## src/rtl/core/rhpm_pkg.sv

```systemverilog
// Shared constants and types for the rolling hash pattern matcher.
// No dependencies; rolling_hash_pattern_matcher and rhpm_mulmod import this package.
`timescale 1ns / 1ps

package rhpm_pkg;

    localparam int unsigned C_MAX_PATTERN = 64;
    localparam int unsigned C_RING_AW     = (C_MAX_PATTERN > 1) ? $clog2(C_MAX_PATTERN) : 1;
    localparam int unsigned C_CNT_W       = $clog2(C_MAX_PATTERN + 1);
    localparam int unsigned C_HASH_W      = 30;

    typedef logic [C_HASH_W-1:0] t_hash;

    localparam t_hash       C_MOD    = 30'd1000000007;
    localparam t_hash       C_BASE   = 30'd26;
    localparam t_hash       C_OFFSET = 30'd64;
    // Barrett constant floor(2^60 / modulus)
    localparam logic [30:0] C_MU     = 31'((64'd1 << 60) / 64'(C_MOD));

    localparam logic [1:0] MODE_RESTART = 2'd0;
    localparam logic [1:0] MODE_PATTERN = 2'd1;
    localparam logic [1:0] MODE_TEXT    = 2'd2;

    typedef struct packed {
        logic  start;
        t_hash a;
        t_hash b;
    } t_mm_req;

    typedef struct packed {
        logic  done;
        t_hash result;
    } t_mm_rsp;

endpackage

```

## src/rtl/core/rhpm_mulmod.sv

```systemverilog
// Shared modular multiplier: a * b mod 1000000007 by Barrett reduction.
// One 32x32 multiplier reused over product, quotient and remainder; uses rhpm_pkg.
`timescale 1ns / 1ps

module rhpm_mulmod
    import rhpm_pkg::*;
(
    input  logic    i_clk,
    input  logic    i_rst_n,
    input  t_mm_req i_req,
    output t_mm_rsp o_rsp
);

    typedef enum logic [4:0] {
        MM_IDLE = 5'b00001,
        MM_PROD = 5'b00010,
        MM_QUO  = 5'b00100,
        MM_REM  = 5'b01000,
        MM_FIX  = 5'b10000
    } t_mm_state;

    localparam logic [31:0] C_MOD2 = {1'b0, C_MOD, 1'b0};

    t_mm_state   r_state, n_state;
    t_hash       r_a, n_a;
    t_hash       r_b, n_b;
    logic [59:0] r_x, n_x;
    logic [30:0] r_q, n_q;
    logic [31:0] r_r, n_r;

    logic [31:0] w_op_a;
    logic [31:0] w_op_b;
    logic [63:0] w_prod;
    logic [31:0] w_fix;

    always_comb begin
        case (r_state)
            MM_PROD: begin
                w_op_a = {2'b00, r_a};
                w_op_b = {2'b00, r_b};
            end
            MM_QUO: begin
                w_op_a = {1'b0, r_x[59:29]};
                w_op_b = {1'b0, C_MU};
            end
            MM_REM: begin
                w_op_a = {1'b0, r_q};
                w_op_b = {2'b00, C_MOD};
            end
            default: begin
                w_op_a = '0;
                w_op_b = '0;
            end
        endcase
        w_prod = w_op_a * w_op_b;
    end

    always_comb begin
        n_state = r_state;
        n_a     = r_a;
        n_b     = r_b;
        n_x     = r_x;
        n_q     = r_q;
        n_r     = r_r;
        if (i_req.start) begin
            n_state = MM_PROD;
            n_a     = i_req.a;
            n_b     = i_req.b;
        end else begin
            case (r_state)
                MM_IDLE: n_state = MM_IDLE;
                MM_PROD: begin
                    n_x     = w_prod[59:0];
                    n_state = MM_QUO;
                end
                MM_QUO: begin
                    n_q     = w_prod[61:31];
                    n_state = MM_REM;
                end
                MM_REM: begin
                    n_r     = r_x[31:0] - w_prod[31:0];
                    n_state = MM_FIX;
                end
                MM_FIX:  n_state = MM_IDLE;
                default: n_state = MM_IDLE;
            endcase
        end
    end

    // remainder is below three times the modulus
    always_comb begin
        if (r_r >= C_MOD2) begin
            w_fix = r_r - C_MOD2;
        end else if (r_r >= {2'b00, C_MOD}) begin
            w_fix = r_r - {2'b00, C_MOD};
        end else begin
            w_fix = r_r;
        end
    end

    assign o_rsp.done   = (r_state == MM_FIX);
    assign o_rsp.result = w_fix[C_HASH_W-1:0];

    always_ff @(posedge i_clk) begin
        if (!i_rst_n) begin
            r_state <= MM_IDLE;
        end else begin
            r_state <= n_state;
        end
        r_a <= n_a;
        r_b <= n_b;
        r_x <= n_x;
        r_q <= n_q;
        r_r <= n_r;
    end

endmodule
```

## config.mk

```make
export PLATFORM = sky130hd
export DESIGN_NAME = rhpm_mulmod
export DESIGN_NICKNAME = d
export VERILOG_FILES = /design/src/rtl/core/rhpm_pkg.sv /design/src/rtl/core/rhpm_mulmod.sv
export SDC_FILE = /design/constraint.sdc
export NUM_CORES = 2
export LEC_CHECK = 0
export BUFFER_PORTS_ARGS = -buffer_cell sky130_fd_sc_hd__clkbuf_2
export CELL_PAD_IN_SITES_DETAIL_PLACEMENT = 0
export CELL_PAD_IN_SITES_GLOBAL_PLACEMENT = 1
export CORE_ASPECT_RATIO = 0.9
export CORE_MARGIN = 2
export CORE_UTILIZATION = 52
export DETAILED_ROUTE_END_ITERATION = 16
export PLACE_DENSITY = 0.91
export SYNTH_ARGS = -nofsm -noshare
export SYNTH_HDL_FRONTEND = slang
export SYNTH_SLANG_ARGS = --single-unit
```

## constraint.sdc

```tcl
create_clock -name i_clk -period 11.6 [get_ports i_clk]
set_input_delay 0.58 -clock i_clk [delete_from_list [all_inputs] [get_ports i_clk]]
set_output_delay 0.58 -clock i_clk [all_outputs]
set_load 0.02 [all_outputs]
```

# == After elaboration in Yosys (flattened, before gate mapping) ==
# Cells that the tools add are included.
# word_totals
word_cells,29
out_inout_bits,31
register_bits,188
in_bits,63
# classes
muxes,6
n_bitwise,2
add_sub_neg,3
n_eq_ne,4
n_reduce_logical,4
n_mul,1
n_lt_le_gt_ge,2
# op_table
op,n
$pmux 31 s3,2
$mul 32x32->62,1
$mux 30,2
$sub 30x30->30 const B,2
$ge 32x30->1 const B,1
$ge 32x31->1 const B,1
$sub 32x32->32,1
$pmux 5 s3,1
$reduce_and 2->1,3
$eq 5x2->1 const B,1
$eq 5x3->1 const B,1
$eq 5x4->1 const B,1
$eq 5x5->1 const B,1
$mux 2,1
$not 1->1,2
$reduce_or 2->1,1

# == Longest topological paths before layout ==
# depth
word_depth,4
mapped_depth,43
ltp_nobuf,38

# == Least setup slack after synthesis ==
# OpenSTA, ideal clock, no wires.
# synth_timing
path_kind,register -> register
from,register r_state[3]
to,register r_r[28] (data pin)
path_stages_with_launch,41
setup_slack_ps,969
path_buffers,6
t_required_ps,11338
arrival_ps,10369
path_cell_list,dfxtp_1 -> nor2_1 -> and3_1 -> clkbuf_1 -> clkbuf_1 -> buf_1 -> clkbuf_1 -> nand2_1 -> clkbuf_1 -> nor2_1 -> fa_1 -> fa_1 -> fa_1 -> inv_1 -> fa_1 -> inv_1 -> fa_1 -> ha_1 -> [... 5 more ...] -> or2_2 -> o21ai_1 -> xor2_1 -> inv_1 -> ha_1 -> a21o_1 -> a21o_1 -> a2111oi_0 -> o311a_1 -> a211o_1 -> maj3_1 -> maj3_1 -> o21bai_1 -> a221oi_1 -> nor3_1 -> maj3_1 -> maj3_1 -> xnor2_1
# synth_via
elab_chain_len,4
elab_cells_between_ends,7
cone_classes,1 x add/sub; 1 x mul; 3 x eq/ne; 2 x mux
# synth_rtl
item,line,source
"start, declared",rhpm_mulmod.sv:24,"t_mm_state r_state, n_state;"
"start signal, assigned",rhpm_mulmod.sv:108,r_state <= n_state;
$eq 5x4->1 (tied with other cells),rhpm_mulmod.sv:37,case (r_state)
$pmux 31 s3,rhpm_mulmod.sv:37,
$mul 32x32->62 *,rhpm_mulmod.sv:55,w_prod = w_op_a * w_op_b;
via w_prod[17],rhpm_mulmod.sv:33,logic [63:0] w_prod;
$sub 32x32->32 *,rhpm_mulmod.sv:81,n_r = r_x[31:0] - w_prod[31:0];
"end signal, assigned",rhpm_mulmod.sv:114,r_r <= n_r;
"end, declared",rhpm_mulmod.sv:29,"logic [31:0] r_r, n_r;"
# Mark *: on every way through the listed nets, which the timed path passes. The rest lies on a longest branch.
# A chain may end at the register's enable or synchronous reset.

# == Worst setup path after layout ==
# layout_timing
from,register r_state[0]
to,register r_r[28] (data pin)
# Same word-level chain as after synthesis.

==> impl_metrics.toml <==
[final_layout]
nNetsFinal = 5418
fill_cell_count = 6716
area_delta_synth_final_pct = 6.25
drive_gt1_share_pct = 6.28

[logic_synthesis]
yosysWarningCount = 0
synth_seq_area_share_pct = 14.4
synthesis.area_per_instance_sq_um = 9.24
synth.cell_area_sq_um = 38900
ys.flop_type = "sky130_fd_sc_hd__edfxtp_1"
synth.most_common_cell = "sky130_fd_sc_hd__inv_1"
yosys_register_bits = 188
netlist.area_leader.share_pct = 43.1
netlist.top_cell.by_area = "sky130_fd_sc_hd__fa_1"
ys_types = 68
synth_commonest_cells = "846 x sky130_fd_sc_hd__inv_1, 838 x sky130_fd_sc_hd__fa_1, 754 x sky130_fd_sc_hd__nand2_1"
ys_top_cells_by_area = "sky130_fd_sc_hd__fa_1 43%, sky130_fd_sc_hd__edfxtp_1 14%, sky130_fd_sc_hd__ha_1 9.0%"
number_of_instances_in_the_synthesized_netlist = 4211
number_of_enable_type_register_cells_in_the_synthesized_netlist = 183
async_flop_share_pct = 0

[power]
leakage_uw = 0.0190
fin_total_pwr_uw = 1790
ir_drop_v = 0.000110
power_per_cell_area_nw_per_um2 = 43.2

[floorplan]
design.die.area_sq_um = 77000
pin_count = 94
num_rows = 95
core_sq_um = 74400
start_util_pct = 52.3
die-width_microns = 292
die_y_microns = 264

[route]
drtPass1Iterations = 6
routed_wirelength_microns = 124000
post-route-drc-count = 0
wl_met1_microns = 46500
drt-vias-per-instance = 5.79
route.vias.total = 30200
routed-wl-met3_microns = 12800
wl_per_cell_microns = 23.8
drt-initial-drc-count = 3194
route.met2.wl_microns = 55000
highest_routed_layer = "met4"
detail-route-antenna-nets = 0

[timing]
final-max-slew-violation-count = 0
setup_violations = 0
timing.setup.tns_ns = 0
post-route-period-util_pct = 97.0
max_freq_mhz = 88.9
unrepaired_setup_endpoints_after_global_routing = "false"
worst_clock_skew_ns = 0.0131
timing.final.hold_violations = 0
worst_slack_ns = 0.346
slew-limit-headroom_pct = 6.50
timing_worst_slew_pin_value_ns = 1.40
fin_crit_ns = 11.25

[critical_path]
crit_path_frequent_cell = "sky130_fd_sc_hd__fa_1"
reg2reg_from = "r_state[0]"
worst_setup_path_startpoint = "r_state[0]"
timing_worst_setup_path_type = "flip-flop to flip-flop"
required_time_of_the_critical_path_ns = 11.83
worstPathArrival_ns = 11.48
cp-endpoint = "r_r[28]"
rrSetupSlack_ns = 0.35
path_max_fanout = 46
critical-path-max-stage-delay_ns = 0.55
critPathCaptureType = "flip-flop"
reg2regPathDepth = 36
timing.critical_path.slowest_stage_cell = "sky130_fd_sc_hd__fa_1"
timing.rr.end = "r_r[28]"
start_kind = "flip-flop"

[clocking]
post-cts-setup-buffers = 0
ctsHtreeMaxLevel = 4
cts_clk_pin_slew_worst_paths_ns = 0.09
cts_root_buf = "sky130_fd_sc_hd__clkbuf_16"
clk_lat_worst_skew_ns = 0.49
clock_sink_count = 188
tritoncts.num_buffers = 17
cts.path.max_buffers = 2
tritoncts = "yes"

[run]
cap_violations = 0

[grt]
grt_max_degree = 67
first_global_vias = 31500
grt_remaining_overflow = 0
first_pass_grt_wire_length_microns = 189000
grt_antenna_before_repair = 0
track_usage_pct = 33.1

[worst_hold_path]
worst_hold_path_type = "input port to flip-flop"
worst_hold_startpoint = "i_req[58]"

[placement]
dpl_worst_slack_ns = 0.414
io_buf_count = 93
place_hpwl_microns = 103000
place.gp.congestion = 1.05

[run_status]
status = "finished, final reports clean"
==> logic make-up after synthesis <==
logic type,count (synthesis),synth area share (%)
multiplexers,2,0.0515
other,2,0.0193
AO/OA/AOI/OAI,399,6.54
buffers and inverters,1049,10.2
AND/OR/NAND/NOR,1330,13.9
flip-flops,188,14.4
adder cells (fa/ha/maj),1125,52.3
XOR/XNOR,116,2.61
==> critical path: cells and delay by family, from the launching register on <==
kind                     cells  cell delay [ns]
adder cells (fa/ha/maj)     14             5.54
AO/OA/AOI/OAI                9             2.12
AND/OR/NAND/NOR              7             2.05
buffers and inverters        4             0.49
XOR/XNOR                     2             0.40
flip-flops                   1             0.32
==> registers in the layout, indices dropped and copies added (netlist names) <==
signal   cells
r_x         60
r_r         32
r_q         31
r_a         30
r_b         30
r_state      5
==> how the worst min path moves through the flow <==
| stage | endpoint | slack [ns] | depth (start not counted) |
|---|---|---|---|
| 2_1_floorplan | r_r[20] | 0.55 | 1 |
| 3_3_place_gp | r_r[1] | 0.65 | 1 |
| 3_5_place_dp | r_r[20] | 0.64 | 1 |
| 4_1_cts | r_a[26] | 0.25 | 1 |
| 5_1_grt | r_a[28] | 0.26 | 1 |
| 6_report | r_a[28] | 0.26 | 1 |
==> placed cells by master (no fill, tap or decap), types with 15 or more instances in the layout <==
cell                        instances
sky130_fd_sc_hd__nand2_1          754
sky130_fd_sc_hd__a21o_1            51
sky130_fd_sc_hd__nor3_1            18
sky130_fd_sc_hd__edfxtp_1         183
sky130_fd_sc_hd__clkbuf_16         17
sky130_fd_sc_hd__nand3_1           30
sky130_fd_sc_hd__inv_1            846
sky130_fd_sc_hd__a22oi_1           32
sky130_fd_sc_hd__buf_4            113
sky130_fd_sc_hd__ha_1             279
sky130_fd_sc_hd__and2_1            52
sky130_fd_sc_hd__clkbuf_2          92
sky130_fd_sc_hd__xnor2_1           85
sky130_fd_sc_hd__fa_1             838
sky130_fd_sc_hd__a21oi_1          129
sky130_fd_sc_hd__xor2_1            31
sky130_fd_sc_hd__o21ai_0           70
sky130_fd_sc_hd__nor2_1           392
sky130_fd_sc_hd__o21bai_1          15
==> cell type report <==
class                   instances  area, sq um  area share [%]
inverters                     846         3180            7.68
multi-input cells            2978        29400            71.2
well taps                     970         1210            2.94
diodes                          1         2.50         0.00605
flip-flops and latches        188         5600            13.5
clock buffers                  18          429            1.04
repair buffers                207         1350            3.26
clock inverters                14          150           0.363
==> layer usage <==
| layer | track usage, % | up-vias |
|---|---|---|
| li1 | - | 12800 |
| met1 | 43.4 | 15200 |
| met2 | 51.0 | 1797 |
| met3 | 6.49 | 418 |
| met4 | 20.8 | 0 |
| met5 | 0 | - |
==> per-stage QoR <==
step | area [sq um] | cells | hold WS (ns) | util [%]
CTS | 41300 | 5221 | 0.253 | 55.5
global placement | 40800 | 5189 | 0.645 | 54.8
detailed placement | 40800 | 5189 | 0.637 | 54.8
global route | 41300 | 5221 | 0.258 | 55.6
finish | 41300 | 5222 | 0.262 | 55.6
floorplan | 38900 | 4215 | 0.550 | -
==> power by group <==
group	internal, uW	leakage, uW	switching, uW
clock	287	0.000280	316
combinational	128	0.0170	259
sequential	773	0.00175	23.3
total	1190	0.0190	598
==> what timing repair did <==
action	4_1_cts	5_1_grt
hold buffers	0	0
resized for setup	0	2
endpoints found under the setup margin	0	3
No activity file was read; power rests on OpenSTA's default activity.
